`src/hdl/gsvs_pkg.sv`:
```
// glide source voice selector: shared types and constants
// no dependencies
package gsvs_pkg;

	typedef enum logic [2:0] {
		FUNC_HELD   = 3'd0,
		FUNC_REL    = 3'd1,
		FUNC_STATUS = 3'd2,
		FUNC_CLEAR  = 3'd3,
		FUNC_QUERY  = 3'd4
	} func_t;

	typedef enum logic [1:0] {
		ST_IDLE      = 2'd0,
		ST_PLAYING   = 2'd1,
		ST_RELEASING = 2'd2,
		ST_STEAL     = 2'd3
	} status_t;

	typedef enum logic [2:0] {
		CFG_ENABLE_L0 = 3'd0,
		CFG_ENABLE_L1 = 3'd1,
		CFG_RANGE_L0  = 3'd2,
		CFG_RANGE_L1  = 3'd3,
		CFG_MODE_L0   = 3'd4,
		CFG_MODE_L1   = 3'd5,
		CFG_WINDOW_L0 = 3'd6,
		CFG_WINDOW_L1 = 3'd7
	} cfg_idx_t;

	typedef enum logic [2:0] {
		BS_IDLE,
		BS_OP_RD,
		BS_OP_WR,
		BS_SCAN,
		BS_SCAN_END,
		BS_RESULT
	} bstate_t;

	localparam int Q_DEPTH = 2;
	localparam logic [6:0] RANGE_RST = 7'd12;
	localparam logic [23:0] WINDOW_RST = 24'd4800;

	// command with the layer's settings already resolved
	typedef struct packed {
		func_t       func;
		logic [3:0]  voice_index;
		logic [6:0]  note_number;
		logic        layer;
		status_t     voice_status;
		logic        stop_fading;
		logic        gliding;
		logic [14:0] glide_pitch;
		logic [31:0] sample_time;
		logic        enable;
		logic [14:0] limit;
		logic        mode;
		logic [23:0] window;
	} cmd_t;

	typedef struct packed {
		logic        mark_valid;
		logic        released;
		logic [6:0]  note;
		logic        layer;
		logic [31:0] order;
		logic [31:0] stamp;
		status_t     status;
		logic        stop;
		logic        glide;
		logic [14:0] pitch;
	} voice_t;

	typedef struct packed {
		logic empty;
		logic full;
	} q_stat_t;

endpackage

```
`src/hdl/gsvs_if.sv`:
```
// glide source voice selector: request, result and config channels
// depends on nothing
interface gsvs_req_if;
	logic        valid;
	logic        ready;
	logic [2:0]  func;
	logic [3:0]  voice_index;
	logic [6:0]  note_number;
	logic        layer;
	logic [1:0]  voice_status;
	logic        stop_fading;
	logic        gliding;
	logic [14:0] glide_pitch;
	logic [31:0] sample_time;

	modport source (output valid, func, voice_index, note_number, layer, voice_status,
		stop_fading, gliding, glide_pitch, sample_time, input ready);
	modport sink (input valid, func, voice_index, note_number, layer, voice_status,
		stop_fading, gliding, glide_pitch, sample_time, output ready);
endinterface

interface gsvs_res_if;
	logic        valid;
	logic        ready;
	logic        found;
	logic [3:0]  source_voice;
	logic [14:0] source_pitch;
	logic [14:0] distance;

	modport source (output valid, found, source_voice, source_pitch, distance, input ready);
	modport sink (input valid, found, source_voice, source_pitch, distance, output ready);
endinterface

interface gsvs_cfg_if;
	logic        valid;
	logic        ready;
	logic [2:0]  index;
	logic [23:0] data;

	modport source (output valid, index, data, input ready);
	modport sink (input valid, index, data, output ready);
endinterface

```
`src/hdl/glide_source_voice_selector_unit.sv`:
```
// glide source voice selector top level: front, command queue, back
// mark, status and clear requests occupy the back for its read and write states; a query for its scan and result states
// the scan reads one voice a cycle through the single read port of the voice table
// a two-entry queue lets requests be accepted while the back scans or a result waits
// arst_n clears config to defaults, table valid bits, order counter and all handshakes
module glide_source_voice_selector_unit import gsvs_pkg::*; #(
	parameter int NUM_VOICES = 16
) (
	input  logic       clk,
	input  logic       arst_n,
	gsvs_req_if.sink   req,
	gsvs_res_if.source res,
	gsvs_cfg_if.sink   cfg
);

	q_stat_t q_stat;
	logic    push;
	cmd_t    push_cmd;
	logic    pop;
	cmd_t    head;

	gsvs_front #(
		.NUM_VOICES(NUM_VOICES)
	) u_front (
		.clk      (clk),
		.arst_n   (arst_n),
		.req      (req),
		.cfg      (cfg),
		.q_stat   (q_stat),
		.push     (push),
		.push_cmd (push_cmd)
	);

	gsvs_queue u_queue (
		.clk      (clk),
		.arst_n   (arst_n),
		.push     (push),
		.push_cmd (push_cmd),
		.pop      (pop),
		.head     (head),
		.q_stat   (q_stat)
	);

	gsvs_back #(
		.NUM_VOICES(NUM_VOICES)
	) u_back (
		.clk    (clk),
		.arst_n (arst_n),
		.head   (head),
		.q_stat (q_stat),
		.pop    (pop),
		.res    (res)
	);

endmodule

```
`src/hdl/gsvs_front.sv`:
```
// glide source voice selector: request intake, config registers, classification
// depends on gsvs_pkg and gsvs_if
module gsvs_front import gsvs_pkg::*; #(
	parameter int NUM_VOICES = 16
) (
	input  logic      clk,
	input  logic      arst_n,
	gsvs_req_if.sink  req,
	gsvs_cfg_if.sink  cfg,
	input  q_stat_t   q_stat,
	output logic      push,
	output cmd_t      push_cmd
);

	logic [1:0]  enable_q;
	logic [6:0]  range_q [2];
	logic [1:0]  mode_q;
	logic [23:0] window_q [2];
	logic        idx_ok;
	logic        keep;
	logic [23:0] win;

	assign cfg.ready = 1'b1;

	always_ff @(posedge clk or negedge arst_n) begin
		if (!arst_n) begin
			enable_q    <= '0;
			range_q[0]  <= RANGE_RST;
			range_q[1]  <= RANGE_RST;
			mode_q      <= '0;
			window_q[0] <= WINDOW_RST;
			window_q[1] <= WINDOW_RST;
		end else if (cfg.valid) begin
			case (cfg.index)
				CFG_ENABLE_L0: enable_q[0] <= cfg.data[0];
				CFG_ENABLE_L1: enable_q[1] <= cfg.data[0];
				CFG_RANGE_L0:  range_q[0]  <= cfg.data[6:0];
				CFG_RANGE_L1:  range_q[1]  <= cfg.data[6:0];
				CFG_MODE_L0:   mode_q[0]   <= cfg.data[0];
				CFG_MODE_L1:   mode_q[1]   <= cfg.data[0];
				CFG_WINDOW_L0: window_q[0] <= cfg.data;
				CFG_WINDOW_L1: window_q[1] <= cfg.data;
				default: ;
			endcase
		end
	end

	assign req.ready = !q_stat.full;
	assign idx_ok = ({3'b000, req.voice_index} < 7'(NUM_VOICES));

	always_comb begin
		if (req.func inside {FUNC_HELD, FUNC_REL, FUNC_STATUS, FUNC_CLEAR}) begin
			keep = idx_ok;
		end else begin
			keep = (req.func == FUNC_QUERY);
		end
	end

	assign push = req.valid && req.ready && keep;

	// zero window counts as one sample
	assign win = (window_q[req.layer] == '0) ? 24'd1 : window_q[req.layer];

	always_comb begin
		push_cmd.func         = func_t'(req.func);
		push_cmd.voice_index  = req.voice_index;
		push_cmd.note_number  = req.note_number;
		push_cmd.layer        = req.layer;
		push_cmd.voice_status = status_t'(req.voice_status);
		push_cmd.stop_fading  = req.stop_fading;
		push_cmd.gliding      = req.gliding;
		push_cmd.glide_pitch  = req.glide_pitch;
		push_cmd.sample_time  = req.sample_time;
		push_cmd.enable       = enable_q[req.layer];
		push_cmd.limit        = {range_q[req.layer], 8'd0};
		push_cmd.mode         = mode_q[req.layer];
		push_cmd.window       = win;
	end

endmodule

```
`src/hdl/gsvs_queue.sv`:
```
// glide source voice selector: short command queue between front and back
// depends on gsvs_pkg
module gsvs_queue import gsvs_pkg::*; (
	input  logic    clk,
	input  logic    arst_n,
	input  logic    push,
	input  cmd_t    push_cmd,
	input  logic    pop,
	output cmd_t    head,
	output q_stat_t q_stat
);

	localparam int PW = (Q_DEPTH > 1) ? $clog2(Q_DEPTH) : 1;
	localparam int CW = $clog2(Q_DEPTH + 1);

	cmd_t            mem_q [Q_DEPTH];
	logic [PW-1:0]   wr_ptr_q;
	logic [PW-1:0]   rd_ptr_q;
	logic [CW-1:0]   count_q;
	logic            do_push;
	logic            do_pop;

	assign q_stat.empty = (count_q == '0);
	assign q_stat.full  = (count_q == CW'(Q_DEPTH));
	assign do_push = push && !q_stat.full;
	assign do_pop  = pop && !q_stat.empty;
	assign head = mem_q[rd_ptr_q];

	always_ff @(posedge clk) begin
		if (do_push) begin
			mem_q[wr_ptr_q] <= push_cmd;
		end
	end

	always_ff @(posedge clk or negedge arst_n) begin
		if (!arst_n) begin
			wr_ptr_q <= '0;
			rd_ptr_q <= '0;
			count_q  <= '0;
		end else begin
			if (do_push) begin
				wr_ptr_q <= (wr_ptr_q == PW'(Q_DEPTH - 1)) ? '0 : wr_ptr_q + 1'b1;
			end
			if (do_pop) begin
				rd_ptr_q <= (rd_ptr_q == PW'(Q_DEPTH - 1)) ? '0 : rd_ptr_q + 1'b1;
			end
			case ({do_push, do_pop})
				2'b10:   count_q <= count_q + 1'b1;
				2'b01:   count_q <= count_q - 1'b1;
				default: ;
			endcase
		end
	end

endmodule

```
`src/hdl/gsvs_back.sv`:
```
// glide source voice selector: voice table, mark updates and source scan
// depends on gsvs_pkg and gsvs_if
module gsvs_back import gsvs_pkg::*; #(
	parameter int NUM_VOICES = 16
) (
	input  logic       clk,
	input  logic       arst_n,
	input  cmd_t       head,
	input  q_stat_t    q_stat,
	output logic       pop,
	gsvs_res_if.source res
);

	localparam int VW = (NUM_VOICES > 1) ? $clog2(NUM_VOICES) : 1;
	localparam logic [VW-1:0] LAST = VW'(NUM_VOICES - 1);

	bstate_t state_q, state_d;

	voice_t          mem [NUM_VOICES];
	logic [NUM_VOICES-1:0] written_q;
	voice_t          rd_q;
	logic            rd_vld_q;
	voice_t          entry;
	logic [VW-1:0]   rd_addr;
	logic [VW-1:0]   wr_addr;
	logic            wr_en;
	voice_t          wr_data;
	logic            new_mark;
	logic            rel;
	logic            same;

	cmd_t            cmd_q;
	logic [VW-1:0]   cnt_q;
	logic            issue;
	logic            ev_s1;
	logic [VW-1:0]   ev_idx_s1;
	logic [31:0]     order_cnt_q;

	logic            have_q;
	logic [VW-1:0]   best_idx_q;
	logic [14:0]     best_d_q;
	logic [31:0]     lead_order_q;
	logic [14:0]     best_p_q;

	logic [14:0]     p;
	logic [14:0]     tgt;
	logic [14:0]     d;
	logic [31:0]     age;
	logic            eligible;
	logic            better;
	logic            take;
	logic            load;

	logic            res_vld_q;
	logic            res_found_q;
	logic [3:0]      res_voice_q;
	logic [14:0]     res_pitch_q;
	logic [14:0]     res_dist_q;

	// next state
	always_comb begin
		state_d = state_q;
		case (state_q)
			BS_IDLE: begin
				if (!q_stat.empty) begin
					state_d = (head.func == FUNC_QUERY) ? BS_SCAN : BS_OP_RD;
				end
			end
			BS_OP_RD:    state_d = BS_OP_WR;
			BS_OP_WR:    state_d = BS_IDLE;
			BS_SCAN: begin
				if (cnt_q == LAST) begin
					state_d = BS_SCAN_END;
				end
			end
			BS_SCAN_END: state_d = BS_RESULT;
			BS_RESULT: begin
				if (!res_vld_q || res.ready) begin
					state_d = BS_IDLE;
				end
			end
			default:     state_d = BS_IDLE;
		endcase
	end

	// outputs of the sequencer
	always_comb begin
		pop   = 1'b0;
		issue = 1'b0;
		wr_en = 1'b0;
		load  = 1'b0;
		case (state_q)
			BS_IDLE:   pop   = !q_stat.empty;
			BS_OP_WR:  wr_en = 1'b1;
			BS_SCAN:   issue = 1'b1;
			BS_RESULT: load  = !res_vld_q || res.ready;
			default: ;
		endcase
	end

	always_ff @(posedge clk or negedge arst_n) begin
		if (!arst_n) begin
			state_q <= BS_IDLE;
		end else begin
			state_q <= state_d;
		end
	end

	// voice table
	assign rd_addr = (state_q == BS_OP_RD) ? VW'(cmd_q.voice_index) : cnt_q;
	assign wr_addr = VW'(cmd_q.voice_index);

	always_ff @(posedge clk) begin
		if (wr_en) begin
			mem[wr_addr] <= wr_data;
		end
		rd_q <= mem[rd_addr];
	end

	always_ff @(posedge clk or negedge arst_n) begin
		if (!arst_n) begin
			written_q <= '0;
			rd_vld_q  <= 1'b0;
		end else begin
			if (wr_en) begin
				written_q[wr_addr] <= 1'b1;
			end
			rd_vld_q <= written_q[rd_addr];
		end
	end

	assign entry = rd_vld_q ? rd_q : '0;

	// read-modify-write of one entry
	assign rel  = (cmd_q.func == FUNC_REL);
	assign same = entry.mark_valid && (entry.released == rel) &&
		(entry.note == cmd_q.note_number) && (entry.layer == cmd_q.layer);

	always_comb begin
		wr_data  = entry;
		new_mark = 1'b0;
		case (cmd_q.func)
			FUNC_HELD, FUNC_REL: begin
				if (!same) begin
					new_mark           = 1'b1;
					wr_data.mark_valid = 1'b1;
					wr_data.released   = rel;
					wr_data.note       = cmd_q.note_number;
					wr_data.layer      = cmd_q.layer;
					wr_data.order      = order_cnt_q + 32'd1;
					wr_data.stamp      = rel ? cmd_q.sample_time : '0;
				end
			end
			FUNC_STATUS: begin
				wr_data.status = cmd_q.voice_status;
				wr_data.stop   = cmd_q.stop_fading;
				wr_data.glide  = cmd_q.gliding;
				wr_data.pitch  = cmd_q.glide_pitch;
			end
			FUNC_CLEAR: begin
				wr_data.mark_valid = 1'b0;
				wr_data.released   = 1'b0;
				wr_data.note       = '0;
				wr_data.layer      = 1'b0;
				wr_data.order      = '0;
				wr_data.stamp      = '0;
				wr_data.glide      = 1'b0;
				wr_data.pitch      = '0;
			end
			default: ;
		endcase
	end

	// candidate check for the entry read last cycle
	always_comb begin
		p   = entry.glide ? entry.pitch : {entry.note, 8'd0};
		tgt = {cmd_q.note_number, 8'd0};
		d   = (p >= tgt) ? (p - tgt) : (tgt - p);
		age = cmd_q.sample_time - entry.stamp;
		eligible = cmd_q.enable && entry.mark_valid &&
			(entry.status != ST_IDLE) && (entry.status != ST_STEAL) &&
			!entry.stop && (entry.layer == cmd_q.layer) && (d <= cmd_q.limit) &&
			(entry.released ?
				((entry.status == ST_RELEASING) && (age <= {8'd0, cmd_q.window})) :
				(entry.status == ST_PLAYING));
		if (!have_q) begin
			better = 1'b1;
		end else if (cmd_q.mode) begin
			better = (entry.order > lead_order_q) ||
				((entry.order == lead_order_q) && (d < best_d_q));
		end else begin
			better = (d < best_d_q) || ((d == best_d_q) && (entry.order > lead_order_q));
		end
		take = ev_s1 && eligible && better;
	end

	always_ff @(posedge clk) begin
		if (pop) begin
			cmd_q <= head;
		end
		ev_idx_s1 <= cnt_q;
		if (take) begin
			best_idx_q   <= ev_idx_s1;
			best_d_q     <= d;
			lead_order_q <= entry.order;
			best_p_q     <= p;
		end
		if (load) begin
			res_found_q <= have_q;
			res_voice_q <= have_q ? 4'(best_idx_q) : '0;
			res_pitch_q <= have_q ? best_p_q : '0;
			res_dist_q  <= have_q ? best_d_q : '0;
		end
	end

	always_ff @(posedge clk or negedge arst_n) begin
		if (!arst_n) begin
			cnt_q       <= '0;
			ev_s1       <= 1'b0;
			have_q      <= 1'b0;
			order_cnt_q <= '0;
			res_vld_q   <= 1'b0;
		end else begin
			ev_s1 <= issue;
			if (pop) begin
				cnt_q  <= '0;
				have_q <= 1'b0;
			end else if (issue) begin
				cnt_q <= cnt_q + 1'b1;
			end
			if (take) begin
				have_q <= 1'b1;
			end
			if (wr_en && new_mark) begin
				order_cnt_q <= order_cnt_q + 32'd1;
			end
			if (load) begin
				res_vld_q <= 1'b1;
			end else if (res.ready) begin
				res_vld_q <= 1'b0;
			end
		end
	end

	assign res.valid        = res_vld_q;
	assign res.found        = res_found_q;
	assign res.source_voice = res_voice_q;
	assign res.source_pitch = res_pitch_q;
	assign res.distance     = res_dist_q;

endmodule

```
`src/flat_wrapper.sv`:
```
// flat-port wrapper written by rule: the top's interface ports become plain ports
module glide_source_voice_selector_unit_flat import gsvs_pkg::*;
#(
	parameter int NUM_VOICES = 16
)
  (clk, arst_n, req_valid, req_func, req_voice_index, req_note_number, req_layer, req_voice_status, req_stop_fading, req_gliding, req_glide_pitch, req_sample_time, req_ready, res_valid, res_found, res_source_voice, res_source_pitch, res_distance, res_ready, cfg_valid, cfg_index, cfg_data, cfg_ready);
  gsvs_req_if req_i ();
  gsvs_res_if res_i ();
  gsvs_cfg_if cfg_i ();
  input  logic clk;
  input  logic arst_n;
  input wire logic [$bits(req_i.valid)-1:0] req_valid;
  input wire logic [$bits(req_i.func)-1:0] req_func;
  input wire logic [$bits(req_i.voice_index)-1:0] req_voice_index;
  input wire logic [$bits(req_i.note_number)-1:0] req_note_number;
  input wire logic [$bits(req_i.layer)-1:0] req_layer;
  input wire logic [$bits(req_i.voice_status)-1:0] req_voice_status;
  input wire logic [$bits(req_i.stop_fading)-1:0] req_stop_fading;
  input wire logic [$bits(req_i.gliding)-1:0] req_gliding;
  input wire logic [$bits(req_i.glide_pitch)-1:0] req_glide_pitch;
  input wire logic [$bits(req_i.sample_time)-1:0] req_sample_time;
  output wire logic [$bits(req_i.ready)-1:0] req_ready;
  output wire logic [$bits(res_i.valid)-1:0] res_valid;
  output wire logic [$bits(res_i.found)-1:0] res_found;
  output wire logic [$bits(res_i.source_voice)-1:0] res_source_voice;
  output wire logic [$bits(res_i.source_pitch)-1:0] res_source_pitch;
  output wire logic [$bits(res_i.distance)-1:0] res_distance;
  input wire logic [$bits(res_i.ready)-1:0] res_ready;
  input wire logic [$bits(cfg_i.valid)-1:0] cfg_valid;
  input wire logic [$bits(cfg_i.index)-1:0] cfg_index;
  input wire logic [$bits(cfg_i.data)-1:0] cfg_data;
  output wire logic [$bits(cfg_i.ready)-1:0] cfg_ready;
  assign req_i.valid = req_valid;
  assign req_i.func = req_func;
  assign req_i.voice_index = req_voice_index;
  assign req_i.note_number = req_note_number;
  assign req_i.layer = req_layer;
  assign req_i.voice_status = req_voice_status;
  assign req_i.stop_fading = req_stop_fading;
  assign req_i.gliding = req_gliding;
  assign req_i.glide_pitch = req_glide_pitch;
  assign req_i.sample_time = req_sample_time;
  assign req_ready = req_i.ready;
  assign res_valid = res_i.valid;
  assign res_found = res_i.found;
  assign res_source_voice = res_i.source_voice;
  assign res_source_pitch = res_i.source_pitch;
  assign res_distance = res_i.distance;
  assign res_i.ready = res_ready;
  assign cfg_i.valid = cfg_valid;
  assign cfg_i.index = cfg_index;
  assign cfg_i.data = cfg_data;
  assign cfg_ready = cfg_i.ready;
  glide_source_voice_selector_unit #(.NUM_VOICES(NUM_VOICES)) u_core (.clk(clk), .arst_n(arst_n), .req(req_i), .res(res_i), .cfg(cfg_i));
endmodule
```
`config.mk`:
```
export PLATFORM = sky130hd
export DESIGN_NAME = glide_source_voice_selector_unit_flat
export DESIGN_NICKNAME = d
export VERILOG_FILES = /design/src/hdl/gsvs_pkg.sv /design/src/hdl/gsvs_if.sv /design/src/hdl/glide_source_voice_selector_unit.sv /design/src/hdl/gsvs_front.sv /design/src/hdl/gsvs_queue.sv /design/src/hdl/gsvs_back.sv /design/src/flat_wrapper.sv
export SDC_FILE = /design/constraint.sdc
export NUM_CORES = 2
export LEC_CHECK = 0
export BUFFER_PORTS_ARGS = -buffer_cell sky130_fd_sc_hd__buf_2
export CAP_MARGIN = 10
export CORE_AREA = 2 2 386 388
export CTS_BUF_LIST = sky130_fd_sc_hd__clkbuf_16
export CTS_CLUSTER_DIAMETER = 100
export DETAILED_ROUTE_END_ITERATION = 7
export DIE_AREA = 0 0 388 390
export PLACE_DENSITY = 0.76
export SYNTH_ARGS = -nofsm -noshare
export SYNTH_HDL_FRONTEND = slang
export SYNTH_HIERARCHICAL = 1
export SYNTH_SLANG_ARGS = --single-unit
```
`constraint.sdc`:
```
create_clock -name clk -period 15.14 [get_ports clk]
set_clock_uncertainty 0.15 [all_clocks]
set_input_delay 0.757 -clock clk [delete_from_list [all_inputs] [get_ports clk]]
set_output_delay 0.757 -clock clk [all_outputs]
set_load 0.01 [all_outputs]
```
==> results by stage <==
Timing:
- The setup total negative slack is 0 ps.
- Of the available clock period, the critical path in the final layout requires 0.529.
- In this run the tightest slew margin relative to its limit is 0.145.
- The setup violation total in the final timing report is 0.
- For the pin with the worst max-slew slack, the measured transition is 1270 ps.
- The minimum clock period after layout is around 8000 ps.
- Timing would allow up to 125 MHz.
- The worst hold slack is 44.8 ps.
- Setup repair after global routing left no endpoint under its margin.
- The final hold violation count is 0.
- The number of max-slew violations in the final report is 0.

Power and ir drop:
- The static power due to leakage is 34.0 nW.
- The cell area power density is 210 nW/µm².
- Power comes to just over 20 mW.
- The worst-case IR drop observed on VDD is 0.145 mV.

Floorplan:
- The floorplan die height is 390 µm.
- The initial utilization of the core area, before any placement, comes to 0.596.
- The floorplan has 141 rows.
- The floorplan step defined a die boundary enclosing 151000 µm².
- The boundary pin count is 136.
- The die is 388 µm wide.
- The floorplan step defined a core boundary enclosing 147000 µm².

Placement:
- The final weighted congestion in routability-driven placement is 0.897.
- Summed over all nets, the half-perimeter wirelength after detailed placement is ~120000 µm.
- After detailed placement, the total cell area comes to 89900 µm².
- The count of buffers inserted at the top-level ports is approximately 130.

Setup path:
- The worst setup path is launched from a register.
- The critical path contains buffers and inverters numbering 2 combined.
- The most used cell along the critical path is a21oi_1.
- The setup path with the least slack is of type register to register.
- The signal arrival time at the worst endpoint is 8330 ps.
- The worst setup path is captured at a register.
- The cell with the largest stage delay on the worst path is a2111oi_1.
- The maximum fanout along the worst path is 65.
- The signal on the critical path passes through mux2_2 > nand2_1 > inv_1 > ha_1 > a21oi_1 > o21bai_1 > a21oi_1 > o21bai_1 > a211o_1 > a21oi_2 > mux2i_1 > xnor2_1 > ha_1 > and4_1 > a21oi_1 > a21boi_0 > nor4b_1 > a2111oi_0 > a2111oi_1 > nand3_1 > a2111o_1 > o21ai_4 > buf_4.
- The largest single stage delay on the critical path is approximately 980 ps.
- The worst setup slack for register-to-register paths is 7130 ps.
- The kind of cell with the highest combined delay along the critical path is compound AO/OA/AOI/OAI gates.
- For the worst setup path, the data required time is 15460 ps.

Synth:
- Of the total synthesized cell area, the portion taken by AND, OR, NAND and NOR gates is 0.0909.
- After technology mapping, the gate count stands at between 6000 and 7000.
- The synthesized netlist occupies a cell area of 87700 µm².
- The number of distinct library cells after synthesis is 90.
- A synthesized cell averages roughly 14 µm².
- The number of synthesized register bits is 2134.
- The adder-cell share of the synthesized area is 0.0194.
- The post-synthesis async set-or-reset flop share is 0.0604.
- The number of synthesis warnings is 6.
- The sequential area share after synthesis is 0.712.
- The mux share of post-synthesis cell area is 0.0297.
- The share of the synthesized area in compound gates (AO/OA/AOI/OAI) is 0.107.
- Of the total synthesized cell area, the portion taken by XOR and XNOR cells is 0.0111.
- After synthesis, the largest family of logic cells by area is compound AO/OA/AOI/OAI gates.
- The number of enable-type register cells in the synthesized netlist is 1908.
- The most frequently used flop master after synthesis is edfxtp_1.

Routing:
- For this run, design rule violations remaining after detail routing come to 0.
- Dividing the detail-routed wire length by the instance count gives 25.7 µm.
- For this run, the detailed router's first-pass iteration total came to 6.
- The routed design has 217000 µm of wire.
- After detailed routing, the number of vias per cell comes to approximately 6.3.
- The number of DRC violations after detailed-routing iteration 0 is 5985.
- The post-detailed-route count of antenna-violating nets is 0.
- The number of vias after detailed routing is 52900.

GRT:
- In the global route stage, overall resource usage came out at 0.283.
- After global routing the overflow that remains totals 0.
- The largest net degree at the start of global routing is 181.
- The first global-routing pass estimated ~320000 µm of wire.
- The via count of the first global-routing pass is between 50000 and 60000.
- The number of antenna violations at the first check in global routing is 14.

Clocking:
- In this run the clock root is driven by a clkbuf_16.
- Counting the buffers created by CTS gives a little over 200.
- The clock tree synthesis step divided the H-tree into 4 levels.
- Clock-pin slew was measured on the worst setup and hold paths at 60 ps.
- The later pin in the worst-skew pair is clocked with a latency of just under 900 ps.
- The maximum root-to-sink buffer count is 3.
- The TritonCTS clock tree is built.
- The buffers inserted during post-CTS setup optimization is 0.
- The tree built by TritonCTS fans out to approximately 2100 sinks.

Finish:
- Compared with the post-synthesis result, the final layout area differs by 10.8%.
- The flip-flop and latch area is 62500 µm².
- After the last flow step, the layout net total stands at 6551.
- The footprint of the multi-input gates is 22900 µm².
- The final standard cell area without fillers is 97200 µm².
- The library cell used most frequently in the layout, excluding fill and tap cells, is edfxtp_1.
- In the layout the commonest cells are edfxtp_1, nand2_1, a211oi_1, and2_1, a21oi_1.
- The number of filler instances in the final layout is 9999.
- Measured on the finished design, the core utilization comes to 0.661.
- The fraction of final layout cells sized beyond drive strength 1 is 0.124.

Min path:
- The path class of the lowest-slack min-delay path is primary input to register.

Run status:
- The flow ran to the end, and the final reports show no timing, DRC or antenna violations.

Flow run:
- The number of max-cap violations is 0.
==> area by class of cell <==
cell class / count / area share
Tap cell: 1930 / 0.0248
Multi-Input combinational cell: 3519 / 0.235
Antenna cell: 12 / 0.000309
Sequential cell: 2134 / 0.643
Inverter: 124 / 0.00479
Clock buffer: 204 / 0.0525
Timing Repair Buffer: 335 / 0.0258
Clock inverter: 176 / 0.0139
==> synth_stat cells, types with 36 or more instances <==
library cell | count | area, µm²
edfxtp_1 | 1908 | 57300
a21oi_1 | 274 | 1370
buf_4 | 76 | 571
a22o_1 | 36 | 315
nand3_1 | 44 | 220
ha_1 | 133 | 1660
nand2_1 | 945 | 3550
inv_1 | 121 | 454
a31oi_1 | 191 | 1190
dfxtp_1 | 97 | 1940
buf_2 | 75 | 375
a211oi_1 | 477 | 3580
clkbuf_1 | 301 | 1130
mux2_2 | 191 | 2150
a311oi_1 | 188 | 1650
xor2_1 | 43 | 377
nor2_1 | 89 | 334
and2_1 | 436 | 2730
o21ai_0 | 90 | 450
xnor2_1 | 68 | 596
dfrtp_1 | 117 | 2930
==> repair_timing <==
item                                   in CTS  in global routing
hold buffers                               84                  0
gates resized for setup                     0                  0
endpoints found under the hold margin     227                  0
==> logic make-up (layout without fill, tap and decap cells) <==
group | count (synthesis) | after routing
compound gates | 1356 | 1356
xor+xnor | 111 | 111
fa+ha+maj | 135 | 135
buf+inv | 585 | 839
flops | 2134 | 2134
mux | 225 | 225
other cells | 2 | 21
simple gates | 1683 | 1683
==> per-layer routing <==
metal | vias up | part of all wire | track usage
met5 | - | 0.00012 | 0
met4 | 4 | 0.052 | 0.151
met3 | 445 | 0.076 | 0.0413
met2 | 2297 | 0.48 | 0.463
met1 | 26600 | 0.39 | 0.371
li1 | 23600 | - | -
==> metrics by stage <==
stage	cells	worst slack (ps)
after floorplan	6238	2550
after global placement	7957	7400
after detailed placement	7957	7190
after CTS	8421	7160
after global routing	8431	6630
final	8434	7130
==> worst paths after layout <==
check,startpoint,to,cells past startpoint
max in group asynchronous,arst_n,u_core/u_back/rd_vld_q,3
min reg2reg,u_core/u_back/ev_idx_s1[1],u_core/u_back/best_idx_q[1],0
min,cfg_data[3],u_core/u_front/window_q[27],2
max,u_core/u_back/rd_q[15],u_core/u_back/lead_order_q[14],23
max reg2reg,u_core/u_back/rd_q[15],u_core/u_back/lead_order_q[14],23
min in group asynchronous,arst_n,u_core/u_back/res.valid,2
==> sequential cells by signal, summed over array words and instances (netlist names), 3 cells and up <==
register                        count
u_core/u_back/order_cnt_q          32
u_core/u_back/rd_q                 93
u_core/u_back/cnt_q                 4
u_core/u_back/lead_order_q         32
u_core/u_back/written_q            16
u_core/u_back/res.distance         14
u_core/u_back/best_d_q             15
u_core/u_back/best_idx_q            4
u_core/u_back/state_q               3
u_core/u_queue/mem_q              214
u_core/u_back/ev_idx_s1             4
u_core/u_back/mem                1488
u_core/u_front/window_q            48
u_core/u_back/res.source_pitch     15
u_core/u_back/res.source_voice      4
u_core/u_front/range_q             14
u_core/u_back/wr_addr               4
u_core/u_back/best_p_q             14
u_core/u_back/cmd_q               103
==> power by group <==
group | switching, mW | internal, mW | leakage [nW]
Sequential | 0.404 | 7.91 | 19.9
Clock | 2.18 | 2.70 | 3.36
Combinational | 4.97 | 2.27 | 10.7
Total | 7.55 | 12.9 | 34.0
No activity file was read; power rests on OpenSTA's default activity.
